--- config.mk ---
export PLATFORM = sky130hd
export DESIGN_NAME = packet_reorder_jitter_buffer
export DESIGN_NICKNAME = d
export VERILOG_FILES = /design/src/sv/prjb_pkg.sv /design/src/sv/packet_reorder_jitter_buffer.sv /design/src/sv/prjb_rem.sv /design/src/sv/prjb_slot_ram.sv /design/src/sv/prjb_ctrl.sv
export SDC_FILE = /design/constraint.sdc
export NUM_CORES = 2
export LEC_CHECK = 0
export BUFFER_PORTS_ARGS = -buffer_cell sky130_fd_sc_hd__clkbuf_2
export CORE_MARGIN = 2
export CORE_UTILIZATION = 29
export CTS_BUF_LIST = sky130_fd_sc_hd__clkbuf_4 sky130_fd_sc_hd__clkbuf_8 sky130_fd_sc_hd__clkbuf_16
export CTS_CLUSTER_SIZE = 16
export DETAILED_ROUTE_END_ITERATION = 16
export GPL_ROUTABILITY_DRIVEN = 1
export SLEW_MARGIN = 5
export SYNTH_ARGS = -nofsm -noshare
export SYNTH_HDL_FRONTEND = slang
export SYNTH_HIERARCHICAL = 1
export SYNTH_SLANG_ARGS = --single-unit
--- constraint.sdc ---
create_clock -name clk -period 10.5 [get_ports clk]
set_clock_uncertainty 0.2 [all_clocks]
set_input_delay 2.1 -clock clk [delete_from_list [all_inputs] [get_ports clk]]
set_output_delay 2.1 -clock clk [all_outputs]
set_load 0.02 [all_outputs]
--- src/sv/prjb_pkg.sv ---
// Shared types and constants for the packet reorder jitter buffer.
// Depends on nothing; every other file refers to it by scoped names.
package prjb_pkg;

    // Default ring size and fixed field widths
    localparam int SLOTS_DEF = 32;
    localparam int SEQ_W     = 16;

    // Wait limit: reset value in ms and the ms to us scale
    localparam logic [15:0] WAIT_RESET_MS = 16'd100;
    localparam logic [31:0] US_PER_MS     = 32'd1000;

    // Input word kinds
    localparam logic [1:0] KIND_PUSH     = 2'd0;
    localparam logic [1:0] KIND_POP      = 2'd1;
    localparam logic [1:0] KIND_SHUTDOWN = 2'd2;

    // Result word kinds
    localparam logic [1:0] RES_RELEASED  = 2'd0;
    localparam logic [1:0] RES_FREED     = 2'd1;
    localparam logic [1:0] RES_NOT_READY = 2'd2;
    localparam logic [1:0] RES_EOS       = 2'd3;

    // One result word
    typedef struct packed {
        logic [1:0]  result_kind;
        logic [15:0] out_handle;
        logic [15:0] out_seq;
        logic [5:0]  lost_count;
        logic        last;
    } rslt_t;

    // Sequencer states
    typedef enum logic [3:0] {
        ST_IDLE,
        ST_MOD,
        ST_PUSH_DEC,
        ST_RS_READ,
        ST_RS_EMIT,
        ST_RS_DONE,
        ST_PUSH_STORE,
        ST_FREE_NEW,
        ST_POP_START,
        ST_POP_PROBE,
        ST_TO_READ,
        ST_TO_CMP,
        ST_POP_RELEASE,
        ST_POP_FAIL
    } state_t;

endpackage

--- src/sv/packet_reorder_jitter_buffer.sv ---
// Packet reorder jitter buffer, top level. A shutdown or unused word is done in the
// cycle it is accepted. A push waits for the reciprocal modulo unit, then is decided
// and stored, or handed back if late or a duplicate; a push that jumps SLOTS or more
// ahead first walks the ring, reading each slot and freeing each held one, then
// restarts the window. A pop first checks for an empty buffer, then probes the
// expected slot and releases its packet; one that must check the age limit reads and
// compares each slot in turn, and each skipped number is probed anew.
// A result word waiting in the output register stalls the sequencer; input ready
// is high only while no word is in work. Memories need no clearing after reset.
// Depends on prjb_pkg, prjb_rem, prjb_slot_ram and prjb_ctrl.
module packet_reorder_jitter_buffer #(
    parameter int SLOTS = prjb_pkg::SLOTS_DEF
) (
    input  logic        clk,
    input  logic        rst_n,
    input  logic        in_valid,
    output logic        in_ready,
    input  logic [1:0]  kind,
    input  logic [15:0] seq,
    input  logic [15:0] packet_handle,
    input  logic [31:0] now_us,
    output logic        out_valid,
    input  logic        out_ready,
    output logic [1:0]  result_kind,
    output logic [15:0] out_handle,
    output logic [15:0] out_seq,
    output logic [5:0]  lost_count,
    output logic        last,
    input  logic        cfg_we,
    input  logic [15:0] cfg_wdata
);

    localparam int IDX_W = $clog2(SLOTS);

    logic [31:0]      limit_reg;
    logic             rem_start;
    logic             rem_done;
    logic [IDX_W-1:0] rem_idx;
    logic             wr_en;
    logic [IDX_W-1:0] wr_addr;
    logic [15:0]      wr_handle;
    logic [31:0]      wr_arrival;
    logic [IDX_W-1:0] rd_addr;
    logic [15:0]      rd_handle;
    logic [31:0]      rd_arrival;
    prjb_pkg::rslt_t  out_word;

    // Hold the wait limit, kept in microseconds
    always_ff @(posedge clk or negedge rst_n)
    begin
        if (!rst_n)
        begin
            limit_reg <= 32'(prjb_pkg::WAIT_RESET_MS) * prjb_pkg::US_PER_MS;
        end
        else if (cfg_we)
        begin
            limit_reg <= 32'(cfg_wdata) * prjb_pkg::US_PER_MS;
        end
    end

    prjb_rem #(
        .SLOTS (SLOTS)
    ) u_rem (
        .clk   (clk),
        .rst_n (rst_n),
        .start (rem_start),
        .value (seq),
        .done  (rem_done),
        .rem   (rem_idx)
    );

    prjb_slot_ram #(
        .SLOTS (SLOTS)
    ) u_ram (
        .clk        (clk),
        .wr_en      (wr_en),
        .wr_addr    (wr_addr),
        .wr_handle  (wr_handle),
        .wr_arrival (wr_arrival),
        .rd_addr    (rd_addr),
        .rd_handle  (rd_handle),
        .rd_arrival (rd_arrival)
    );

    prjb_ctrl #(
        .SLOTS (SLOTS)
    ) u_ctrl (
        .clk           (clk),
        .rst_n         (rst_n),
        .in_valid      (in_valid),
        .in_ready      (in_ready),
        .kind          (kind),
        .seq           (seq),
        .packet_handle (packet_handle),
        .now_us        (now_us),
        .limit         (limit_reg),
        .rem_start     (rem_start),
        .rem_done      (rem_done),
        .rem_idx       (rem_idx),
        .wr_en         (wr_en),
        .wr_addr       (wr_addr),
        .wr_handle     (wr_handle),
        .wr_arrival    (wr_arrival),
        .rd_addr       (rd_addr),
        .rd_handle     (rd_handle),
        .rd_arrival    (rd_arrival),
        .out_valid     (out_valid),
        .out_ready     (out_ready),
        .out_word      (out_word)
    );

    // Spread the result word over its ports
    assign result_kind = out_word.result_kind;
    assign out_handle  = out_word.out_handle;
    assign out_seq     = out_word.out_seq;
    assign lost_count  = out_word.lost_count;
    assign last        = out_word.last;

endmodule

--- src/sv/prjb_rem.sv ---
// Remainder unit: sequence number modulo the ring size by reciprocal multiplication.
// Product registered on start, remainder in the cycle after with done; uses prjb_pkg.
module prjb_rem #(
    parameter int SLOTS = prjb_pkg::SLOTS_DEF,
    localparam int IDX_W = $clog2(SLOTS)
) (
    input  logic             clk,
    input  logic             rst_n,
    input  logic             start,
    input  logic [15:0]      value,
    output logic             done,
    output logic [IDX_W-1:0] rem
);

    localparam int                FRAC_W = prjb_pkg::SEQ_W + IDX_W;
    localparam int                PROD_W = prjb_pkg::SEQ_W + FRAC_W;
    localparam logic [FRAC_W-1:0] RECIP  =
        FRAC_W'(((64'd1 << FRAC_W) + 64'(SLOTS) - 64'd1) / 64'(SLOTS));

    logic              busy_reg;
    logic              done_reg;
    logic [15:0]       val_reg;
    logic [PROD_W-1:0] prod_reg;
    logic [IDX_W-1:0]  rem_reg;
    logic [15:0]       quot;
    logic [15:0]       back;
    logic [IDX_W-1:0]  rem_next;

    // Quotient from the scaled product, then take back quotient times ring size
    assign quot     = prod_reg[PROD_W-1:FRAC_W];
    assign back     = 16'(quot * 16'(SLOTS));
    assign rem_next = IDX_W'(val_reg - back);

    // Step control
    always_ff @(posedge clk or negedge rst_n)
    begin
        if (!rst_n)
        begin
            busy_reg <= 1'b0;
            done_reg <= 1'b0;
        end
        else
        begin
            busy_reg <= start;
            done_reg <= busy_reg;
        end
    end

    // Dividend, scaled product and remainder
    always_ff @(posedge clk)
    begin
        if (start)
        begin
            val_reg  <= value;
            prod_reg <= PROD_W'(value) * PROD_W'(RECIP);
        end
        if (busy_reg)
        begin
            rem_reg <= rem_next;
        end
    end

    assign done = done_reg;
    assign rem  = rem_reg;

endmodule

--- src/sv/prjb_slot_ram.sv ---
// Slot store: packet handle and arrival time for each ring slot.
// One write port, one read port with registered read data; uses prjb_pkg.
module prjb_slot_ram #(
    parameter int SLOTS = prjb_pkg::SLOTS_DEF,
    localparam int IDX_W = $clog2(SLOTS)
) (
    input  logic             clk,
    input  logic             wr_en,
    input  logic [IDX_W-1:0] wr_addr,
    input  logic [15:0]      wr_handle,
    input  logic [31:0]      wr_arrival,
    input  logic [IDX_W-1:0] rd_addr,
    output logic [15:0]      rd_handle,
    output logic [31:0]      rd_arrival
);

    logic [47:0] mem [SLOTS];
    logic [47:0] rd_data_reg;

    // Write a slot
    always_ff @(posedge clk)
    begin
        if (wr_en)
        begin
            mem[wr_addr] <= {wr_handle, wr_arrival};
        end
    end

    // Read a slot, data in the next cycle
    always_ff @(posedge clk)
    begin
        rd_data_reg <= mem[rd_addr];
    end

    assign rd_handle  = rd_data_reg[47:32];
    assign rd_arrival = rd_data_reg[31:0];

endmodule

--- src/sv/prjb_ctrl.sv ---
// Sequencer of the jitter buffer: slot valid bits, expected number, walks
// over the ring and the result word register. Uses prjb_pkg.
module prjb_ctrl #(
    parameter int SLOTS = prjb_pkg::SLOTS_DEF,
    localparam int IDX_W = $clog2(SLOTS)
) (
    input  logic                  clk,
    input  logic                  rst_n,
    input  logic                  in_valid,
    output logic                  in_ready,
    input  logic [1:0]            kind,
    input  logic [15:0]           seq,
    input  logic [15:0]           packet_handle,
    input  logic [31:0]           now_us,
    input  logic [31:0]           limit,
    output logic                  rem_start,
    input  logic                  rem_done,
    input  logic [IDX_W-1:0]      rem_idx,
    output logic                  wr_en,
    output logic [IDX_W-1:0]      wr_addr,
    output logic [15:0]           wr_handle,
    output logic [31:0]           wr_arrival,
    output logic [IDX_W-1:0]      rd_addr,
    input  logic [15:0]           rd_handle,
    input  logic [31:0]           rd_arrival,
    output logic                  out_valid,
    input  logic                  out_ready,
    output prjb_pkg::rslt_t       out_word
);

    localparam int                HELD_W   = $clog2(SLOTS + 1);
    localparam int                STEP_W   = $clog2(SLOTS + 1);
    localparam logic [IDX_W-1:0]  LAST_IDX = IDX_W'(SLOTS - 1);

    prjb_pkg::state_t  state_reg, state_next;
    logic [SLOTS-1:0]  valid_reg, valid_next;
    logic [15:0]       next_seq_reg, next_seq_next;
    logic [IDX_W-1:0]  next_idx_reg, next_idx_next;
    logic              started_reg, started_next;
    logic [HELD_W-1:0] held_reg, held_next;
    logic              draining_reg, draining_next;
    logic [IDX_W-1:0]  scan_reg, scan_next;
    logic [STEP_W-1:0] step_reg, step_next;
    logic [5:0]        lost_reg, lost_next;
    logic              skip_reg, skip_next;
    logic              out_valid_reg;

    logic [15:0]       seq_reg;
    logic [15:0]       handle_reg;
    logic [31:0]       now_reg;
    logic [IDX_W-1:0]  s_idx_reg;
    prjb_pkg::rslt_t   out_word_reg;

    logic              out_free;
    logic              latch_in;
    logic              emit;
    prjb_pkg::rslt_t   emit_word;
    logic              adv;
    logic [15:0]       diff;
    logic [31:0]       age;
    logic [IDX_W-1:0]  idx_inc;
    logic [SLOTS-1:0]  above_mask;

    assign out_free = !out_valid_reg || out_ready;
    assign diff     = seq_reg - (started_reg ? next_seq_reg : seq_reg);
    assign age      = now_reg - rd_arrival;

    // Slot of the expected number plus one: ring wrap, and reset to zero at seq wrap
    always_comb
    begin
        if (next_seq_reg == 16'hFFFF)
        begin
            idx_inc = '0;
        end
        else if (next_idx_reg == LAST_IDX)
        begin
            idx_inc = '0;
        end
        else
        begin
            idx_inc = next_idx_reg + 1'b1;
        end
    end

    // Slots above the scan position, to mark the last freed word of a resync
    always_comb
    begin
        for (int j = 0; j < SLOTS; j++)
        begin
            above_mask[j] = (IDX_W'(j) > scan_reg);
        end
    end

    // Memory ports
    assign rd_addr    = (state_reg == prjb_pkg::ST_POP_PROBE ||
                         state_reg == prjb_pkg::ST_POP_RELEASE) ? next_idx_reg : scan_reg;
    assign wr_addr    = s_idx_reg;
    assign wr_handle  = handle_reg;
    assign wr_arrival = now_reg;

    // Next state and outputs
    always_comb
    begin
        state_next    = state_reg;
        valid_next    = valid_reg;
        next_seq_next = next_seq_reg;
        next_idx_next = next_idx_reg;
        started_next  = started_reg;
        held_next     = held_reg;
        draining_next = draining_reg;
        scan_next     = scan_reg;
        step_next     = step_reg;
        lost_next     = lost_reg;
        skip_next     = skip_reg;
        in_ready      = 1'b0;
        latch_in      = 1'b0;
        rem_start     = 1'b0;
        wr_en         = 1'b0;
        emit          = 1'b0;
        emit_word     = '0;
        adv           = 1'b0;

        unique case (state_reg)
            prjb_pkg::ST_IDLE:
            begin
                in_ready = 1'b1;
                if (in_valid)
                begin
                    latch_in = 1'b1;
                    unique case (kind)
                        prjb_pkg::KIND_PUSH:
                        begin
                            rem_start  = 1'b1;
                            state_next = prjb_pkg::ST_MOD;
                        end
                        prjb_pkg::KIND_POP:
                        begin
                            state_next = prjb_pkg::ST_POP_START;
                        end
                        prjb_pkg::KIND_SHUTDOWN:
                        begin
                            draining_next = 1'b1;
                        end
                        default:
                        begin
                            state_next = prjb_pkg::ST_IDLE;
                        end
                    endcase
                end
            end

            // Wait for the slot index of the pushed number
            prjb_pkg::ST_MOD:
            begin
                if (rem_done)
                begin
                    state_next = prjb_pkg::ST_PUSH_DEC;
                end
            end

            // Classify the push: late, far ahead, or in the window
            prjb_pkg::ST_PUSH_DEC:
            begin
                if (!started_reg)
                begin
                    started_next  = 1'b1;
                    next_seq_next = seq_reg;
                    next_idx_next = s_idx_reg;
                end
                if (diff[15])
                begin
                    state_next = prjb_pkg::ST_FREE_NEW;
                end
                else if (diff >= 16'(SLOTS))
                begin
                    scan_next  = '0;
                    state_next = prjb_pkg::ST_RS_READ;
                end
                else
                begin
                    state_next = prjb_pkg::ST_PUSH_STORE;
                end
            end

            // Resync: walk the ring, skip empty slots
            prjb_pkg::ST_RS_READ:
            begin
                if (valid_reg[scan_reg])
                begin
                    state_next = prjb_pkg::ST_RS_EMIT;
                end
                else if (scan_reg == LAST_IDX)
                begin
                    state_next = prjb_pkg::ST_RS_DONE;
                end
                else
                begin
                    scan_next = scan_reg + 1'b1;
                end
            end

            // Resync: free one held handle
            prjb_pkg::ST_RS_EMIT:
            begin
                if (out_free)
                begin
                    emit                  = 1'b1;
                    emit_word.result_kind = prjb_pkg::RES_FREED;
                    emit_word.out_handle  = rd_handle;
                    emit_word.last        = ~|(valid_reg & above_mask);
                    valid_next[scan_reg]  = 1'b0;
                    if (scan_reg == LAST_IDX)
                    begin
                        state_next = prjb_pkg::ST_RS_DONE;
                    end
                    else
                    begin
                        scan_next  = scan_reg + 1'b1;
                        state_next = prjb_pkg::ST_RS_READ;
                    end
                end
            end

            // Resync: restart the window at the new packet
            prjb_pkg::ST_RS_DONE:
            begin
                held_next     = '0;
                next_seq_next = seq_reg;
                next_idx_next = s_idx_reg;
                state_next    = prjb_pkg::ST_PUSH_STORE;
            end

            // Store the packet, or hand it back as a duplicate
            prjb_pkg::ST_PUSH_STORE:
            begin
                if (valid_reg[s_idx_reg])
                begin
                    state_next = prjb_pkg::ST_FREE_NEW;
                end
                else
                begin
                    wr_en                 = 1'b1;
                    valid_next[s_idx_reg] = 1'b1;
                    held_next             = held_reg + 1'b1;
                    state_next            = prjb_pkg::ST_IDLE;
                end
            end

            // Hand the pushed handle back
            prjb_pkg::ST_FREE_NEW:
            begin
                if (out_free)
                begin
                    emit                  = 1'b1;
                    emit_word.result_kind = prjb_pkg::RES_FREED;
                    emit_word.out_handle  = handle_reg;
                    emit_word.last        = 1'b1;
                    state_next            = prjb_pkg::ST_IDLE;
                end
            end

            // Pop: empty buffer answers at once
            prjb_pkg::ST_POP_START:
            begin
                if (held_reg == '0)
                begin
                    if (out_free)
                    begin
                        emit                  = 1'b1;
                        emit_word.result_kind = draining_reg ? prjb_pkg::RES_EOS
                                                             : prjb_pkg::RES_NOT_READY;
                        emit_word.last        = 1'b1;
                        state_next            = prjb_pkg::ST_IDLE;
                    end
                end
                else
                begin
                    step_next  = '0;
                    lost_next  = '0;
                    skip_next  = 1'b0;
                    state_next = prjb_pkg::ST_POP_PROBE;
                end
            end

            // Pop: look at the expected slot
            prjb_pkg::ST_POP_PROBE:
            begin
                if (valid_reg[next_idx_reg])
                begin
                    state_next = prjb_pkg::ST_POP_RELEASE;
                end
                else if (skip_reg || draining_reg)
                begin
                    skip_next = 1'b1;
                    adv       = 1'b1;
                end
                else
                begin
                    scan_next  = '0;
                    state_next = prjb_pkg::ST_TO_READ;
                end
            end

            // Age search: read one slot
            prjb_pkg::ST_TO_READ:
            begin
                state_next = prjb_pkg::ST_TO_CMP;
            end

            // Age search: compare its age with the limit
            prjb_pkg::ST_TO_CMP:
            begin
                if (valid_reg[scan_reg] && (age >= limit))
                begin
                    skip_next = 1'b1;
                    adv       = 1'b1;
                end
                else if (scan_reg == LAST_IDX)
                begin
                    state_next = prjb_pkg::ST_POP_FAIL;
                end
                else
                begin
                    scan_next  = scan_reg + 1'b1;
                    state_next = prjb_pkg::ST_TO_READ;
                end
            end

            // Release the expected packet
            prjb_pkg::ST_POP_RELEASE:
            begin
                if (out_free)
                begin
                    emit                     = 1'b1;
                    emit_word.result_kind    = prjb_pkg::RES_RELEASED;
                    emit_word.out_handle     = rd_handle;
                    emit_word.out_seq        = next_seq_reg;
                    emit_word.lost_count     = lost_reg;
                    emit_word.last           = 1'b1;
                    valid_next[next_idx_reg] = 1'b0;
                    held_next                = held_reg - 1'b1;
                    next_seq_next            = next_seq_reg + 1'b1;
                    next_idx_next            = idx_inc;
                    state_next               = prjb_pkg::ST_IDLE;
                end
            end

            // Nothing to release yet
            prjb_pkg::ST_POP_FAIL:
            begin
                if (out_free)
                begin
                    emit                  = 1'b1;
                    emit_word.result_kind = prjb_pkg::RES_NOT_READY;
                    emit_word.last        = 1'b1;
                    state_next            = prjb_pkg::ST_IDLE;
                end
            end

            default:
            begin
                state_next = prjb_pkg::ST_IDLE;
            end
        endcase

        // Skip one missing number as lost
        if (adv)
        begin
            next_seq_next = next_seq_reg + 1'b1;
            next_idx_next = idx_inc;
            lost_next     = lost_reg + 1'b1;
            if (step_reg == STEP_W'(SLOTS))
            begin
                state_next = prjb_pkg::ST_POP_FAIL;
            end
            else
            begin
                step_next  = step_reg + 1'b1;
                state_next = prjb_pkg::ST_POP_PROBE;
            end
        end
    end

    // Control registers
    always_ff @(posedge clk or negedge rst_n)
    begin
        if (!rst_n)
        begin
            state_reg     <= prjb_pkg::ST_IDLE;
            valid_reg     <= '0;
            next_seq_reg  <= '0;
            next_idx_reg  <= '0;
            started_reg   <= 1'b0;
            held_reg      <= '0;
            draining_reg  <= 1'b0;
            scan_reg      <= '0;
            step_reg      <= '0;
            lost_reg      <= '0;
            skip_reg      <= 1'b0;
            out_valid_reg <= 1'b0;
        end
        else
        begin
            state_reg    <= state_next;
            valid_reg    <= valid_next;
            next_seq_reg <= next_seq_next;
            next_idx_reg <= next_idx_next;
            started_reg  <= started_next;
            held_reg     <= held_next;
            draining_reg <= draining_next;
            scan_reg     <= scan_next;
            step_reg     <= step_next;
            lost_reg     <= lost_next;
            skip_reg     <= skip_next;
            if (emit)
            begin
                out_valid_reg <= 1'b1;
            end
            else if (out_ready)
            begin
                out_valid_reg <= 1'b0;
            end
        end
    end

    // Payload registers: input word, slot index, result word
    always_ff @(posedge clk)
    begin
        if (latch_in)
        begin
            seq_reg    <= seq;
            handle_reg <= packet_handle;
            now_reg    <= now_us;
        end
        if (state_reg == prjb_pkg::ST_MOD && rem_done)
        begin
            s_idx_reg <= rem_idx;
        end
        if (emit)
        begin
            out_word_reg <= emit_word;
        end
    end

    assign out_valid = out_valid_reg;
    assign out_word  = out_word_reg;

endmodule

==> summary by stage <==
Pwr
The part of the total power dissipated in combinational logic is 0.073. Internal power comes to 12.0 mW. The net switching power is 3.47 mW. Power spread over the standard cell area amounts to 173 nW/µm². Of the total power, the share spent switching nets is 0.225. For this design the static power due to leakage is 28.4 nW. The completed layout was analyzed and its total power is 15.4 mW.

The portion of total power attributed to the clock network is 0.419. The largest vdd supply drop is 0.119 mV. The share of total power dissipated in sequential elements is 0.509.

Placed design
The post-placement cell area is 83,200 µm². The final weighted congestion in routability-driven placement is 0.865. Buffers placed on the I/O ports in this run total 129. The post-DP HPWL is 116,000 µm.

Cells and area
The area of combinational cells with multiple inputs is 23,100 µm². The final core area utilization is 0.330. The relative area change from synthesis to final layout is 13.5%.

Once layout is done, the placed cells without fillers occupy 89,100 µm². The register with the most flip-flops in the layout has 1,536 of them. The most common cell after layout, fill and taps aside is sky130_fd_sc_hd__edfxtp_1. The share of post-route cells with drive strength above 1 is 0.121.

Summing all flip-flop and latch instances after layout gives 53,400 µm². The number of inserted filler cells in the final layout is 26,000. The top cell types in the final layout, fill and taps aside, are sky130_fd_sc_hd__edfxtp_1 (1,656), sky130_fd_sc_hd__mux2i_1 (796), sky130_fd_sc_hd__nand2_1 (255). The net count of the finished layout is 5,631.

Critical path
The launching element type of the critical path is a flip-flop. In this run the worst path has a maximum fanout of 33. The required arrival time at the worst endpoint is 11,050 ps. The kind of capture point of the worst setup path is a flip-flop.

The worst endpoint data arrival time is 8070 ps. The start-to-end type of the worst setup path is flip-flop to flip-flop.

Global route
The first global-routing pass estimated 310,000 µm of wire. The aggregate global-route resource usage is 0.150. The number of antenna violations at the first check in global routing came to 14. Entering global routing, the biggest net connects 134 pins. The total overflow left after global routing is 0. The via count of the first global-routing pass is 44,900.

Clock tree
The CTS tree is built. CTS saw 1,813 sinks. The deepest level of the CTS H-tree is 4. The post-cts hold buffer count is 0. The clock latency on the worst-skew pair is 820 ps. The number of buffers added for setup after CTS is 0. After clock tree synthesis, the clock-pin slew on the worst setup and hold paths is 70 ps. The clock passes through at most 3 buffers. The root cell of the clock tree is sky130_fd_sc_hd__clkbuf_16. The number of clock buffers added by TritonCTS is 174. The number of gates resized after CTS is 0.

STA
Hold timing on the final database bottoms out at a slack of 222 ps. The number of slew-limit violations in the final report is 0. Setup violations remaining at the end of the flow were counted as 0.

The final critical-path share of the clock period is 0.716. Derived from the worst setup path, the maximum achievable clock frequency is 133 MHz. The worst-margin pin slew is 1290 ps. The number of failing hold endpoints at the final stage is 0. Setup total negative slack on the finished layout was measured at 0 ps.

Measured against its own limit, the worst slew margin works out to 0.130. The post-route minimum period is 7510 ps. Setup repair after global routing left no endpoint under its margin.

Run status
The flow ran to the end, and the final reports show no timing, DRC or antenna violations.

Drt
The count of antenna-violating nets left after detailed routing is 0. The final route contains 46,300 vias. The first-pass iteration count of the detailed router is 6.

After detailed routing, the average wire length per cell comes to 23.5 µm. The detailed router finished its first iteration with 4,984 violations. Using the TritonRoute via totals, the vias-per-cell ratio works out to 5.12.

The final wirelength is 213,000 µm. After detailed routing, the number of remaining DRC violations is 0.

Synthesis
The dominant synthesized flop cell is sky130_fd_sc_hd__edfxtp_1. After synthesis, the share of flip-flops with an asynchronous set or reset is 0.0601. The gate count of the mapped netlist is 5,200.

The mapped netlist covers 78,600 µm². The total of warnings raised by yosys is 6. In this run, synthesis inferred 1,656 flip-flops with an integrated enable. The synthesized area per cell is 15.1 µm².

The number of library cell types mapped by synthesis is 101. The sequential area share after synthesis is 0.680. The count of state elements after synthesis is 1,813.

Die
The area of the placeable core is 270,000 µm². The die footprint is 275,000 µm². The initial utilization of the core area, before any placement, comes to 0.291. The die is 524 µm tall. The horizontal extent of the die is 524 µm. Pin placement for this block handled 130 I/O pins. In this run the core area contains 191 standard-cell rows.

Flow run
The number of max-cap violations is 0.

Min path
The kind of path behind the tightest hold check is flip-flop to flip-flop.
-- critical path: stages (launching register included) --
cell and delay (ps):
sky130_fd_sc_hd__edfxtp_1 760, sky130_fd_sc_hd__inv_1 180, sky130_fd_sc_hd__ha_1 190, sky130_fd_sc_hd__inv_1 60
sky130_fd_sc_hd__fa_1 400, sky130_fd_sc_hd__a21o_1 190, sky130_fd_sc_hd__a21oi_1 470, sky130_fd_sc_hd__o21ai_0 210
sky130_fd_sc_hd__a211oi_1 430, sky130_fd_sc_hd__o21ai_0 320, sky130_fd_sc_hd__a21oi_1 290, sky130_fd_sc_hd__o31ai_1 140
sky130_fd_sc_hd__a311oi_1 330, sky130_fd_sc_hd__xnor2_1 110, sky130_fd_sc_hd__ha_1 280, sky130_fd_sc_hd__and4_1 200
sky130_fd_sc_hd__nand3_1 120, sky130_fd_sc_hd__a2111oi_0 370, sky130_fd_sc_hd__o311a_1 270, sky130_fd_sc_hd__o311a_1 400
sky130_fd_sc_hd__or2_1 730, sky130_fd_sc_hd__o21ai_1 190, sky130_fd_sc_hd__o32ai_1 340, sky130_fd_sc_hd__a22o_1 210
-- kinds of logic (layout without fill, tap and decap cells) --
group	Yosys count	count (layout)	synth area share
xor gates and xnor gates	53	53	0.00591
and+or+nand+nor	853	853	0.0521
DFF	1813	1813	0.680
adders and majority gates	207	207	0.0384
AOI/OAI and AO/OA	972	972	0.0835
other	1	12	0.0000477
muxes	832	832	0.110
buffers and inverters	469	746	0.0303
-- cells in the mapped netlist, types with 16 or more instances --
master | number | share of area
sky130_fd_sc_hd__clkbuf_1 | 123 | 0.0059
sky130_fd_sc_hd__buf_4 | 39 | 0.0037
sky130_fd_sc_hd__and3_1 | 36 | 0.0029
sky130_fd_sc_hd__nor2b_1 | 18 | 0.0014
sky130_fd_sc_hd__dfrtp_1 | 103 | 0.033
sky130_fd_sc_hd__dfxtp_1 | 48 | 0.012
sky130_fd_sc_hd__xnor2_1 | 37 | 0.0041
sky130_fd_sc_hd__a22o_1 | 100 | 0.011
sky130_fd_sc_hd__a21oi_1 | 246 | 0.016
sky130_fd_sc_hd__xor2_1 | 16 | 0.0018
sky130_fd_sc_hd__nand2_1 | 256 | 0.012
sky130_fd_sc_hd__mux2i_1 | 796 | 0.10
sky130_fd_sc_hd__nand4_1 | 21 | 0.0017
sky130_fd_sc_hd__fa_1 | 57 | 0.015
sky130_fd_sc_hd__a21o_1 | 43 | 0.0041
sky130_fd_sc_hd__nand3_1 | 201 | 0.013
sky130_fd_sc_hd__mux4_2 | 20 | 0.0057
sky130_fd_sc_hd__o21ai_0 | 145 | 0.0092
sky130_fd_sc_hd__edfxtp_1 | 1656 | 0.63
sky130_fd_sc_hd__buf_6 | 47 | 0.0067
sky130_fd_sc_hd__nor3_1 | 80 | 0.0051
sky130_fd_sc_hd__ha_1 | 149 | 0.024
sky130_fd_sc_hd__buf_2 | 47 | 0.0030
sky130_fd_sc_hd__nor2_1 | 139 | 0.0066
sky130_fd_sc_hd__nand2b_1 | 16 | 0.0013
sky130_fd_sc_hd__a31oi_1 | 61 | 0.0049
sky130_fd_sc_hd__inv_1 | 187 | 0.0089
sky130_fd_sc_hd__a22oi_1 | 209 | 0.020
-- stage by stage --
| stage | instances | setup WS [ps] |
|---|---|---|
| after floorplan | 5208 | 4280 |
| after global placement | 8732 | 3170 |
| after detailed placement | 8732 | 3140 |
| after CTS | 9055 | 3100 |
| after global routing | 9055 | 2610 |
| final | 9058 | 2990 |
-- cell type report --
type | count | area share
Clock inverter | 66 | 0.00893
Timing Repair Buffer | 231 | 0.0164
Inverter | 192 | 0.00811
Antenna cell | 3 | 0.0000842
Tap cell | 3570 | 0.0501
Clock buffer | 257 | 0.0580
Sequential cell | 1813 | 0.599
Multi-Input combinational cell | 2926 | 0.259
-- per-layer routing --
metal  share of wire  track usage  wire (µm)  vias to the layer above
met5        0.000099            0         21                        -
met4           0.021       0.0375       4390                        4
met3           0.068       0.0244      14400                      314
met2            0.46        0.236      97400                     1805
met1            0.45        0.215      96400                    23800
li1                -            -          -                    20400
-- power by group through the flow --
stage          Clock [mW]  Combinational [mW]  Sequential, mW
3_3_place_gp            0                1.08            8.00
2_1_floorplan           0               0.836            7.98
6_report             6.46                1.12            7.85
3_5_place_dp            0                1.10            8.00
5_1_grt              6.86                1.27            7.85
4_1_cts              6.57                1.12            7.85
-- worst paths after layout --
path                                                 from                                  to  slack, ps  cells after the start
max reg2reg                u_ctrl/wr_arrival[0]$_DFFE_PP_  u_ctrl/next_idx_reg[2]$_DFFE_PN0P_       2990                     23
max                        u_ctrl/wr_arrival[0]$_DFFE_PP_  u_ctrl/next_idx_reg[2]$_DFFE_PN0P_       2990                     23
min reg2reg                        u_rem/rem[1]$_DFFE_PP_         u_ctrl/wr_addr[1]$_DFFE_PP_        220                      0
min                                u_rem/rem[1]$_DFFE_PP_         u_ctrl/wr_addr[1]$_DFFE_PP_        220                      0
max in group asynchronous                           rst_n    u_ctrl/valid_reg[12]$_DFFE_PN0P_       7670                      2
min in group asynchronous                           rst_n           limit_reg[25]$_DFFE_PN0P_       1040                      1
Power figures use the tool's default switching activity.
